`config.mk`:
```
export PLATFORM = sky130hd
export DESIGN_NAME = pwm_input_motor_drive_converter_top
export DESIGN_NICKNAME = d
export VERILOG_FILES = /design/src/rtl/pimdc_pkg.sv /design/src/rtl/pwm_input_motor_drive_converter_top.sv /design/src/rtl/pimdc_chan.sv /design/src/rtl/pimdc_drive.sv
export SDC_FILE = /design/constraint.sdc
export NUM_CORES = 2
export LEC_CHECK = 0
export ABC_CLOCK_PERIOD_IN_PS = 21900
export BUFFER_PORTS_ARGS = -buffer_cell sky130_fd_sc_hd__buf_2
export CAP_MARGIN = 10
export CORE_MARGIN = 4
export CORE_UTILIZATION = 25
export CTS_CLUSTER_SIZE = 8
export DETAILED_ROUTE_END_ITERATION = 12
export HOLD_SLACK_MARGIN = 0.08
export REMOVE_ABC_BUFFERS = 1
export SKIP_LAST_GASP = 1
export SYNTH_ARGS = -nofsm -noshare
export SYNTH_HDL_FRONTEND = slang
export SYNTH_HIERARCHICAL = 1
export SYNTH_SLANG_ARGS = --single-unit
export TNS_END_PERCENT = 10
```
`constraint.sdc`:
```
create_clock -name i_clk -period 21.9 [get_ports i_clk]
set_input_delay 2.19 -clock i_clk [delete_from_list [all_inputs] [get_ports i_clk]]
set_output_delay 2.19 -clock i_clk [all_outputs]
set_load 0.02 [all_outputs]
```
`src/rtl/pimdc_pkg.sv`:
```
package pimdc_pkg;

    // input item kinds
    localparam logic [1:0] CMD_CAPTURE = 2'd0;
    localparam logic [1:0] CMD_TICK    = 2'd1;
    localparam logic [1:0] CMD_POLL    = 2'd2;

    // channel classes
    localparam logic [1:0] MODE_HIGH = 2'd0;
    localparam logic [1:0] MODE_PWM  = 2'd1;
    localparam logic [1:0] MODE_LOW  = 2'd2;

    // configuration register indexes
    localparam logic [0:0] REG_PERIOD  = 1'd0;
    localparam logic [0:0] REG_TIMEOUT = 1'd1;

    localparam logic [15:0] PERIOD_RESET  = 16'd62600;
    localparam logic [15:0] TIMEOUT_RESET = 16'd5;

    // fixed-point shift for the per-mille scale factors
    localparam int SCALE_SHIFT = 28;

    function automatic logic [28:0] scale_mult(input int unsigned k);
        logic [63:0] v;
        v = ((64'(k) << SCALE_SHIFT) + 64'd999) / 64'd1000;
        return v[28:0];
    endfunction

    localparam logic [28:0] MULT_266 = scale_mult(266);
    localparam logic [28:0] MULT_389 = scale_mult(389);
    localparam logic [28:0] MULT_512 = scale_mult(512);
    localparam logic [28:0] MULT_630 = scale_mult(630);
    localparam logic [28:0] MULT_750 = scale_mult(750);
    localparam logic [28:0] MULT_872 = scale_mult(872);

    typedef struct packed {
        logic        live;
        logic [15:0] mean;
    } t_chan_stat;

    typedef struct packed {
        logic [1:0]  right_mode;
        logic [1:0]  left_mode;
        logic [15:0] compare;
        logic        dir_b;
        logic        dir_a;
        logic        standby;
    } t_result;

endpackage

```
`src/rtl/pwm_input_motor_drive_converter_top.sv`:
```
// path: a poll request goes through the input register and then the single result register
// (one in flight), and waits in the input register while the result is stalled;
// throughput: one request per cycle unless a poll waits; capture and tick requests give no result
// reset: synchronous, active low; clears all channel state, held drive and
// output valid, and loads the output period 62600 and the timeout 5
module pwm_input_motor_drive_converter_top #(
    parameter int SAMPLES = 100
) (
    input  logic        i_clk,
    input  logic        i_rst_n,
    // request channel
    input  logic        s_tvalid,
    output logic        s_tready,
    input  logic [23:0] s_tdata,   // pulse_width[15:0], pin_level_right[16],
                                   // pin_level_left[17], zero fill[23:18]
    input  logic [2:0]  s_tuser,   // command[1:0], channel[2]
    // result channel
    output logic        m_tvalid,
    input  logic        m_tready,
    output logic [23:0] m_tdata,   // motor_standby[0], motor_dir_a[1],
                                   // motor_dir_b[2], duty_compare[18:3],
                                   // left_mode[20:19], right_mode[22:21],
                                   // zero fill[23]
    // configuration writes
    input  logic        i_cfg_we,
    input  logic [0:0]  i_cfg_addr,
    input  logic [15:0] i_cfg_data
);

    // configuration registers
    logic [15:0] r_period;
    logic [15:0] r_timeout;

    // input register
    logic        r_in_valid;
    logic [1:0]  r_cmd;
    logic        r_chan;
    logic [15:0] r_pw;
    logic        r_pin_r;
    logic        r_pin_l;

    // result register
    logic        r_out_valid;
    pimdc_pkg::t_result r_out;

    logic w_out_free;
    logic w_fire;
    logic w_is_poll;

    pimdc_pkg::t_chan_stat w_right_stat;
    pimdc_pkg::t_chan_stat w_left_stat;
    pimdc_pkg::t_result    w_result;

    always_ff @(posedge i_clk) begin
        if (!i_rst_n) begin
            r_period  <= pimdc_pkg::PERIOD_RESET;
            r_timeout <= pimdc_pkg::TIMEOUT_RESET;
        end else if (i_cfg_we) begin
            case (i_cfg_addr)
                pimdc_pkg::REG_PERIOD:  r_period  <= i_cfg_data;
                pimdc_pkg::REG_TIMEOUT: r_timeout <= i_cfg_data;
                default: begin
                end
            endcase
        end
    end

    // a poll needs a free result slot, everything else always goes through
    assign w_is_poll  = (r_cmd == pimdc_pkg::CMD_POLL);
    assign w_out_free = !r_out_valid || m_tready;
    assign w_fire     = r_in_valid && (!w_is_poll || w_out_free);
    assign s_tready   = !r_in_valid || w_fire;

    always_ff @(posedge i_clk) begin
        if (!i_rst_n) begin
            r_in_valid <= 1'b0;
        end else if (s_tready) begin
            r_in_valid <= s_tvalid;
        end
    end

    always_ff @(posedge i_clk) begin
        if (s_tready && s_tvalid) begin
            r_cmd   <= s_tuser[1:0];
            r_chan  <= s_tuser[2];
            r_pw    <= s_tdata[15:0];
            r_pin_r <= s_tdata[16];
            r_pin_l <= s_tdata[17];
        end
    end

    // right channel is index 0, left is index 1
    pimdc_chan #(.SAMPLES(SAMPLES)) u_chan_right (
        .i_clk         (i_clk),
        .i_rst_n       (i_rst_n),
        .i_step        (w_fire),
        .i_cmd         (r_cmd),
        .i_sel         (!r_chan),
        .i_pulse_width (r_pw),
        .i_timeout     (r_timeout),
        .o_stat        (w_right_stat)
    );

    pimdc_chan #(.SAMPLES(SAMPLES)) u_chan_left (
        .i_clk         (i_clk),
        .i_rst_n       (i_rst_n),
        .i_step        (w_fire),
        .i_cmd         (r_cmd),
        .i_sel         (r_chan),
        .i_pulse_width (r_pw),
        .i_timeout     (r_timeout),
        .o_stat        (w_left_stat)
    );

    // classing, band lookup and held drive lines
    pimdc_drive u_drive (
        .i_clk       (i_clk),
        .i_rst_n     (i_rst_n),
        .i_update    (w_fire && w_is_poll),
        .i_period    (r_period),
        .i_right     (w_right_stat),
        .i_left      (w_left_stat),
        .i_pin_right (r_pin_r),
        .i_pin_left  (r_pin_l),
        .o_result    (w_result)
    );

    always_ff @(posedge i_clk) begin
        if (!i_rst_n) begin
            r_out_valid <= 1'b0;
        end else if (w_fire && w_is_poll) begin
            r_out_valid <= 1'b1;
        end else if (m_tready) begin
            r_out_valid <= 1'b0;
        end
    end

    always_ff @(posedge i_clk) begin
        if (w_fire && w_is_poll) begin
            r_out <= w_result;
        end
    end

    assign m_tvalid = r_out_valid;
    assign m_tdata  = {1'b0, r_out.right_mode, r_out.left_mode, r_out.compare,
                       r_out.dir_b, r_out.dir_a, r_out.standby};

endmodule

```
`src/rtl/pimdc_chan.sv`:
```
module pimdc_chan #(
    parameter int SAMPLES = 100
) (
    input  logic                  i_clk,
    input  logic                  i_rst_n,
    input  logic                  i_step,
    input  logic [1:0]            i_cmd,
    input  logic                  i_sel,
    input  logic [15:0]           i_pulse_width,
    input  logic [15:0]           i_timeout,
    output pimdc_pkg::t_chan_stat o_stat
);

    // ceil(2^32 / SAMPLES) gives an exact quotient for any 24-bit sum
    localparam logic [32:0] RECIP =
        33'(((64'd1 << 32) + 64'(SAMPLES) - 64'd1) / 64'(SAMPLES));
    localparam logic [7:0] COUNT_LIMIT = 8'(SAMPLES);

    logic        r_seen;
    logic [15:0] r_age;
    logic [23:0] r_sum;
    logic [7:0]  r_count;
    logic [15:0] r_mean;

    logic [23:0] n_sum;
    logic [7:0]  n_count;
    logic [56:0] w_prod;
    logic        w_live;
    logic        w_full;

    assign n_sum   = r_sum + 24'(i_pulse_width);
    assign n_count = r_count + 8'd1;
    assign w_full  = (n_count >= COUNT_LIMIT);
    assign w_prod  = 57'(n_sum) * 57'(RECIP);
    assign w_live  = r_seen && !(r_age > i_timeout);

    assign o_stat.live = w_live;
    assign o_stat.mean = r_mean;

    always_ff @(posedge i_clk) begin
        if (!i_rst_n) begin
            r_seen  <= 1'b0;
            r_age   <= '0;
            r_sum   <= '0;
            r_count <= '0;
            r_mean  <= '0;
        end else if (i_step) begin
            case (i_cmd)
                pimdc_pkg::CMD_CAPTURE: begin
                    if (i_sel) begin
                        r_seen <= 1'b1;
                        r_age  <= '0;
                        if (w_full) begin
                            r_mean  <= w_prod[47:32];
                            r_sum   <= '0;
                            r_count <= '0;
                        end else begin
                            r_sum   <= n_sum;
                            r_count <= n_count;
                        end
                    end
                end
                pimdc_pkg::CMD_TICK: begin
                    if (r_age != 16'hFFFF) begin
                        r_age <= r_age + 16'd1;
                    end
                end
                pimdc_pkg::CMD_POLL: begin
                    r_seen <= w_live;
                end
                default: begin
                end
            endcase
        end
    end

endmodule

```
`src/rtl/pimdc_drive.sv`:
```
module pimdc_drive (
    input  logic                  i_clk,
    input  logic                  i_rst_n,
    input  logic                  i_update,
    input  logic [15:0]           i_period,
    input  pimdc_pkg::t_chan_stat i_right,
    input  pimdc_pkg::t_chan_stat i_left,
    input  logic                  i_pin_right,
    input  logic                  i_pin_left,
    output pimdc_pkg::t_result    o_result
);

    logic [2:0]  r_lines;      // standby, dir_a, dir_b
    logic [15:0] r_compare;

    logic [2:0]  n_lines;
    logic [15:0] n_compare;

    logic [1:0]  w_lmode;
    logic [1:0]  w_rmode;
    logic [1:0]  w_side_mode;
    logic [15:0] w_side_mean;
    logic [28:0] w_mult;
    logic        w_in_band;
    logic [44:0] w_prod;
    logic [15:0] w_side_cmp;

    assign w_rmode = i_right.live ? pimdc_pkg::MODE_PWM
                   : (i_pin_right ? pimdc_pkg::MODE_HIGH : pimdc_pkg::MODE_LOW);
    assign w_lmode = i_left.live ? pimdc_pkg::MODE_PWM
                   : (i_pin_left ? pimdc_pkg::MODE_HIGH : pimdc_pkg::MODE_LOW);

    // the side that is not high sets the compare value
    assign w_side_mode = (w_lmode == pimdc_pkg::MODE_HIGH) ? w_rmode : w_lmode;
    assign w_side_mean = (w_lmode == pimdc_pkg::MODE_HIGH) ? i_right.mean : i_left.mean;

    always_comb begin
        w_in_band = 1'b1;
        case (w_side_mean) inside
            [16'd1400:16'd1600]: w_mult = pimdc_pkg::MULT_266;
            [16'd1150:16'd1350]: w_mult = pimdc_pkg::MULT_389;
            [16'd900:16'd1100]:  w_mult = pimdc_pkg::MULT_512;
            [16'd650:16'd850]:   w_mult = pimdc_pkg::MULT_630;
            [16'd400:16'd600]:   w_mult = pimdc_pkg::MULT_750;
            [16'd150:16'd350]:   w_mult = pimdc_pkg::MULT_872;
            default: begin
                w_mult    = '0;
                w_in_band = 1'b0;
            end
        endcase
    end

    assign w_prod = 45'(i_period) * 45'(w_mult);
    assign w_side_cmp = (w_side_mode == pimdc_pkg::MODE_PWM && w_in_band)
                      ? w_prod[pimdc_pkg::SCALE_SHIFT +: 16] : i_period;

    always_comb begin
        n_lines   = r_lines;
        n_compare = r_compare;
        if (w_lmode == pimdc_pkg::MODE_HIGH && w_rmode == pimdc_pkg::MODE_HIGH) begin
            n_lines   = 3'b000;
            n_compare = '0;
        end else if (w_lmode == pimdc_pkg::MODE_HIGH) begin
            n_lines   = 3'b101;
            n_compare = w_side_cmp;
        end else if (w_rmode == pimdc_pkg::MODE_HIGH) begin
            n_lines   = 3'b110;
            n_compare = w_side_cmp;
        end
    end

    always_ff @(posedge i_clk) begin
        if (!i_rst_n) begin
            r_lines   <= '0;
            r_compare <= '0;
        end else if (i_update) begin
            r_lines   <= n_lines;
            r_compare <= n_compare;
        end
    end

    assign o_result.standby    = n_lines[2];
    assign o_result.dir_a      = n_lines[1];
    assign o_result.dir_b      = n_lines[0];
    assign o_result.compare    = n_compare;
    assign o_result.left_mode  = w_lmode;
    assign o_result.right_mode = w_rmode;

endmodule

```
==> out/qor.txt <==
==================================================================================================
Type of the worst setup path                                                          register to register
Largest net degree at the start of global routing                                               53
Count of placed standard cells in the final layout, fillers left out                         7,275
DR iter-0 viols                                                                              2,080
Worst Hold Margin                                                                         0.453 ns
Vias in the first global route                                                              35,000
RD Place Congestion                                                                          0.920
Area of the core                                                                       178,000 um2
Required time of the critical path                                                        22.09 ns
Cell area after placement                                                               47,900 um2
Number of levels in the clock H-tree                                                             2
Critical Path Start Type                                                                  register
Total negative setup slack                                                                    0 ns
Half-perimeter wire length after detailed placement                                     106,000 um
Post-synth top cells                                                                  sky130_fd_sc_hd__inv_1, sky130_fd_sc_hd__fa_1, sky130_fd_sc_hd__ha_1, sky130_fd_sc_hd__nand2_1, sky130_fd_sc_hd__a21oi_1
Number of antenna violations at the first check in global routing                                2
Die Span X                                                                                  432 um
Number of enable flip-flop cells after synthesis                                                44
Synth Area per Inst                                                                       9.19 um2
Wire length after detailed routing                                                      126,000 um
Number of top-level design ports                                                                75
Number of instances resized during post-cts repair                                               0
Setup skew after layout                                                                  0.0341 ns
Synth async-reset ratio                                                                          0
Clock root cell                                                                       sky130_fd_sc_hd__clkbuf_16
Slowest CP cell                                                                       sky130_fd_sc_hd__nor2b_4
Number of synthesized register bits                                                            227
Result of the run                                                                     complete, no violations
Type of destination of the critical path                                                  register
Leading cell types by total area after synthesis                                      sky130_fd_sc_hd__fa_1, sky130_fd_sc_hd__ha_1, sky130_fd_sc_hd__inv_1
Setup violators final                                                                            0
Slew Viols, Final                                                                                0
Worst stage delay on the critical path                                                     0.96 ns
Clk Latency, worst-skew pair                                                               0.56 ns
Number of iterations in the first detailed-routing pass                                          5
YS warnings                                                                                      6
Primary flip-flop cell chosen by synthesis mapping                                    sky130_fd_sc_hd__dfxtp_1
Min-Delay Path Class                                                                  register to register
Buffers added on ports                                                                          67
Max-Slew Margin vs Limit                                                                     0.278
Clk buf depth                                                                                    3
Overall routing resource usage                                                               0.134
Hold violation count in the final report                                                         0
Post-synthesis instance total                                                                4,884
Count of vias placed by the detailed router                                                 33,300
Share of cells above drive strength 1                                                       0.0486
Fmax                                                                                      71.0 MHz
Number of filler cells placed in the layout                                                 18,900
Inst Count DP                                                                                7,221
Std cell rows                                                                                  155
Net total in the final layout                                                                6,377
Most numerous cell in the Yosys netlist                                               sky130_fd_sc_hd__inv_1
Detail Route Antenna Nets                                                                        0
Min Clock Period, post-route                                                              14.08 ns
Worst Tran Pin Value                                                                       1.07 ns
Sink count of the clock tree                                                                   227
Clock transition time at the flip-flop clock pins of the worst setup and hold paths        0.05 ns
Cell area after synthesis                                                               44,900 um2
Peak supply drop                                                                            161 uV
Final cell utilization of the core                                                           0.274
Chip height                                                                                 432 um
Postcts setup bufs                                                                               0
Max Cap Viol                                                                                     0
Clock tree from TritonCTS                                                                    built
Full die area                                                                          186,000 um2
Post-synthesis sequential area ratio                                                         0.111
Number of buffers created by CTS                                                                34
Hold buffers post-CTS                                                                            0
Unrepaired setup endpoints after global routing                                              false
Routed length per instance                                                                 17.3 um
Finished Cell Area                                                                      49,000 um2
Number of different library cells in the post-synthesis netlist                                 96
Signed area change from the synthesized netlist to the final layout                          9.07%
Share of Yosys cell area claimed by the top area cell type                                   0.340
Residual DRC                                                                                     0
Power density over cell area                                                            110 nW/um2
Final period util                                                                            0.643
Number of vias per cell after detailed routing                                                4.57
Arrival time of data at the critical path endpoint                                        14.27 ns
First-pass GRT wire length                                                              198,000 um
Initial Util                                                                                 0.252
Total gr overflow                                                                                0
Leakage power total                                                                        25.1 nW
Cell type contributing the most total cell area after synthesis                       sky130_fd_sc_hd__fa_1
Crit-path max FO                                                                                31
==================================================================================================
==> layout by cell type (no fill, tap or decap), types with 59 or more instances in the layout <==
| cell type | n |
|---|---|
| sky130_fd_sc_hd__and2_1 | 145 |
| sky130_fd_sc_hd__buf_4 | 59 |
| sky130_fd_sc_hd__fa_1 | 763 |
| sky130_fd_sc_hd__dfxtp_1 | 183 |
| sky130_fd_sc_hd__nand3_1 | 118 |
| sky130_fd_sc_hd__inv_1 | 1144 |
| sky130_fd_sc_hd__a21o_1 | 85 |
| sky130_fd_sc_hd__o21ai_0 | 105 |
| sky130_fd_sc_hd__nor2_1 | 175 |
| sky130_fd_sc_hd__nand2_1 | 429 |
| sky130_fd_sc_hd__ha_1 | 663 |
| sky130_fd_sc_hd__xnor2_1 | 75 |
| sky130_fd_sc_hd__buf_2 | 67 |
| sky130_fd_sc_hd__a21oi_1 | 194 |
==> cells by family (layout without fill, tap and decap cells) <==
kind of cell | count (synthesis) | in the layout | share of synthesized area
AND/OR/NAND/NOR | 1137 | 1137 | 0.124
multiplexers | 34 | 34 | 0.00780
AO/OA/AOI/OAI | 646 | 646 | 0.0969
buffers and inverters | 1290 | 1324 | 0.111
other | 1 | 3 | 0.0000835
adder cells (fa/ha/maj) | 1428 | 1428 | 0.526
XOR/XNOR | 121 | 121 | 0.0239
flip-flops | 227 | 227 | 0.111
==> metal layers <==
| metal | wire length, um | GRT usage | vias to the layer above |
|---|---|---|---|
| met4 | 5490 | 0.0521 | 0 |
| li1 | - | - | 15500 |
| met5 | 0 | 0 | - |
| met1 | 53000 | 0.170 | 16700 |
| met2 | 61100 | 0.235 | 847 |
| met3 | 6060 | 0.0145 | 197 |
==> worst max-delay path, delay by kind of cell, from the launching register on <==
kind            cells  cell delay (ns)
mux                 1             0.41
simple gates       11             4.23
compound gates     15             4.30
fa+ha+maj           8             3.65
buf+inv             5             0.49
flops               1             0.36
xor+xnor            1             0.23
==> where the power goes <==
part	total, mW	switching, mW	leakage (nW)	internal, mW
combinational	4.44	2.67	22.7	1.78
clock	0.502	0.206	0.481	0.296
sequential	0.448	0.0114	1.90	0.437
total	5.39	2.89	25.1	2.51
==> through the flow <==
| stage | power, mW | worst slack, ns |
|---|---|---|
| after floorplan | 3.62 | 11.14 |
| after detailed placement | 4.81 | 8.01 |
| after global placement | 4.77 | 8.09 |
| after global routing | 5.97 | 7.12 |
| after CTS | 5.37 | 7.94 |
| final | 5.39 | 7.82 |
==> area by class of cell <==
type | count | area (um2) | area share
diodes | 2 | 5.00 | 0.000102
clock buffers | 49 | 927 | 0.0189
clock inverters | 3 | 80.1 | 0.00164
inverters | 1146 | 4300 | 0.0879
multi-input cells | 3367 | 34900 | 0.714
flip-flops and latches | 227 | 4980 | 0.102
well taps | 2355 | 2950 | 0.0602
repair buffers | 126 | 778 | 0.0159
==> path summary, 6_finish.rpt <==
kind / from / endpoint / slack, ns / cells after the start
worst max register to register: r_timeout[1]$_SDFFE_PN0P_ / m_tdata[17]$_DFFE_PP_ / 7.82 / 41
worst min register to register: u_chan_left/r_sum[5]$_SDFFE_PN0P_ / u_chan_left/r_sum[5]$_SDFFE_PN0P_ / 0.45 / 2
worst max-delay path: r_timeout[1]$_SDFFE_PN0P_ / m_tdata[17]$_DFFE_PP_ / 7.82 / 41
worst min-delay path: u_chan_left/r_sum[5]$_SDFFE_PN0P_ / u_chan_left/r_sum[5]$_SDFFE_PN0P_ / 0.45 / 2
==> sequential cells by signal, indices dropped and copies added, names as in the netlist, 2 cells and up <==
register / flops
u_chan_right/r_sum: 24
u_chan_left/r_age: 16
u_chan_left/r_mean: 16
r_cmd: 2
u_chan_right/r_count: 8
u_chan_right/r_mean: 16
u_chan_left/r_sum: 24
u_drive/r_lines: 3
u_drive/r_compare: 16
r_pw: 16
r_period: 16
m_tdata: 23
r_timeout: 16
u_chan_right/r_age: 16
u_chan_left/r_count: 8
Power figures use the tool's default switching activity.
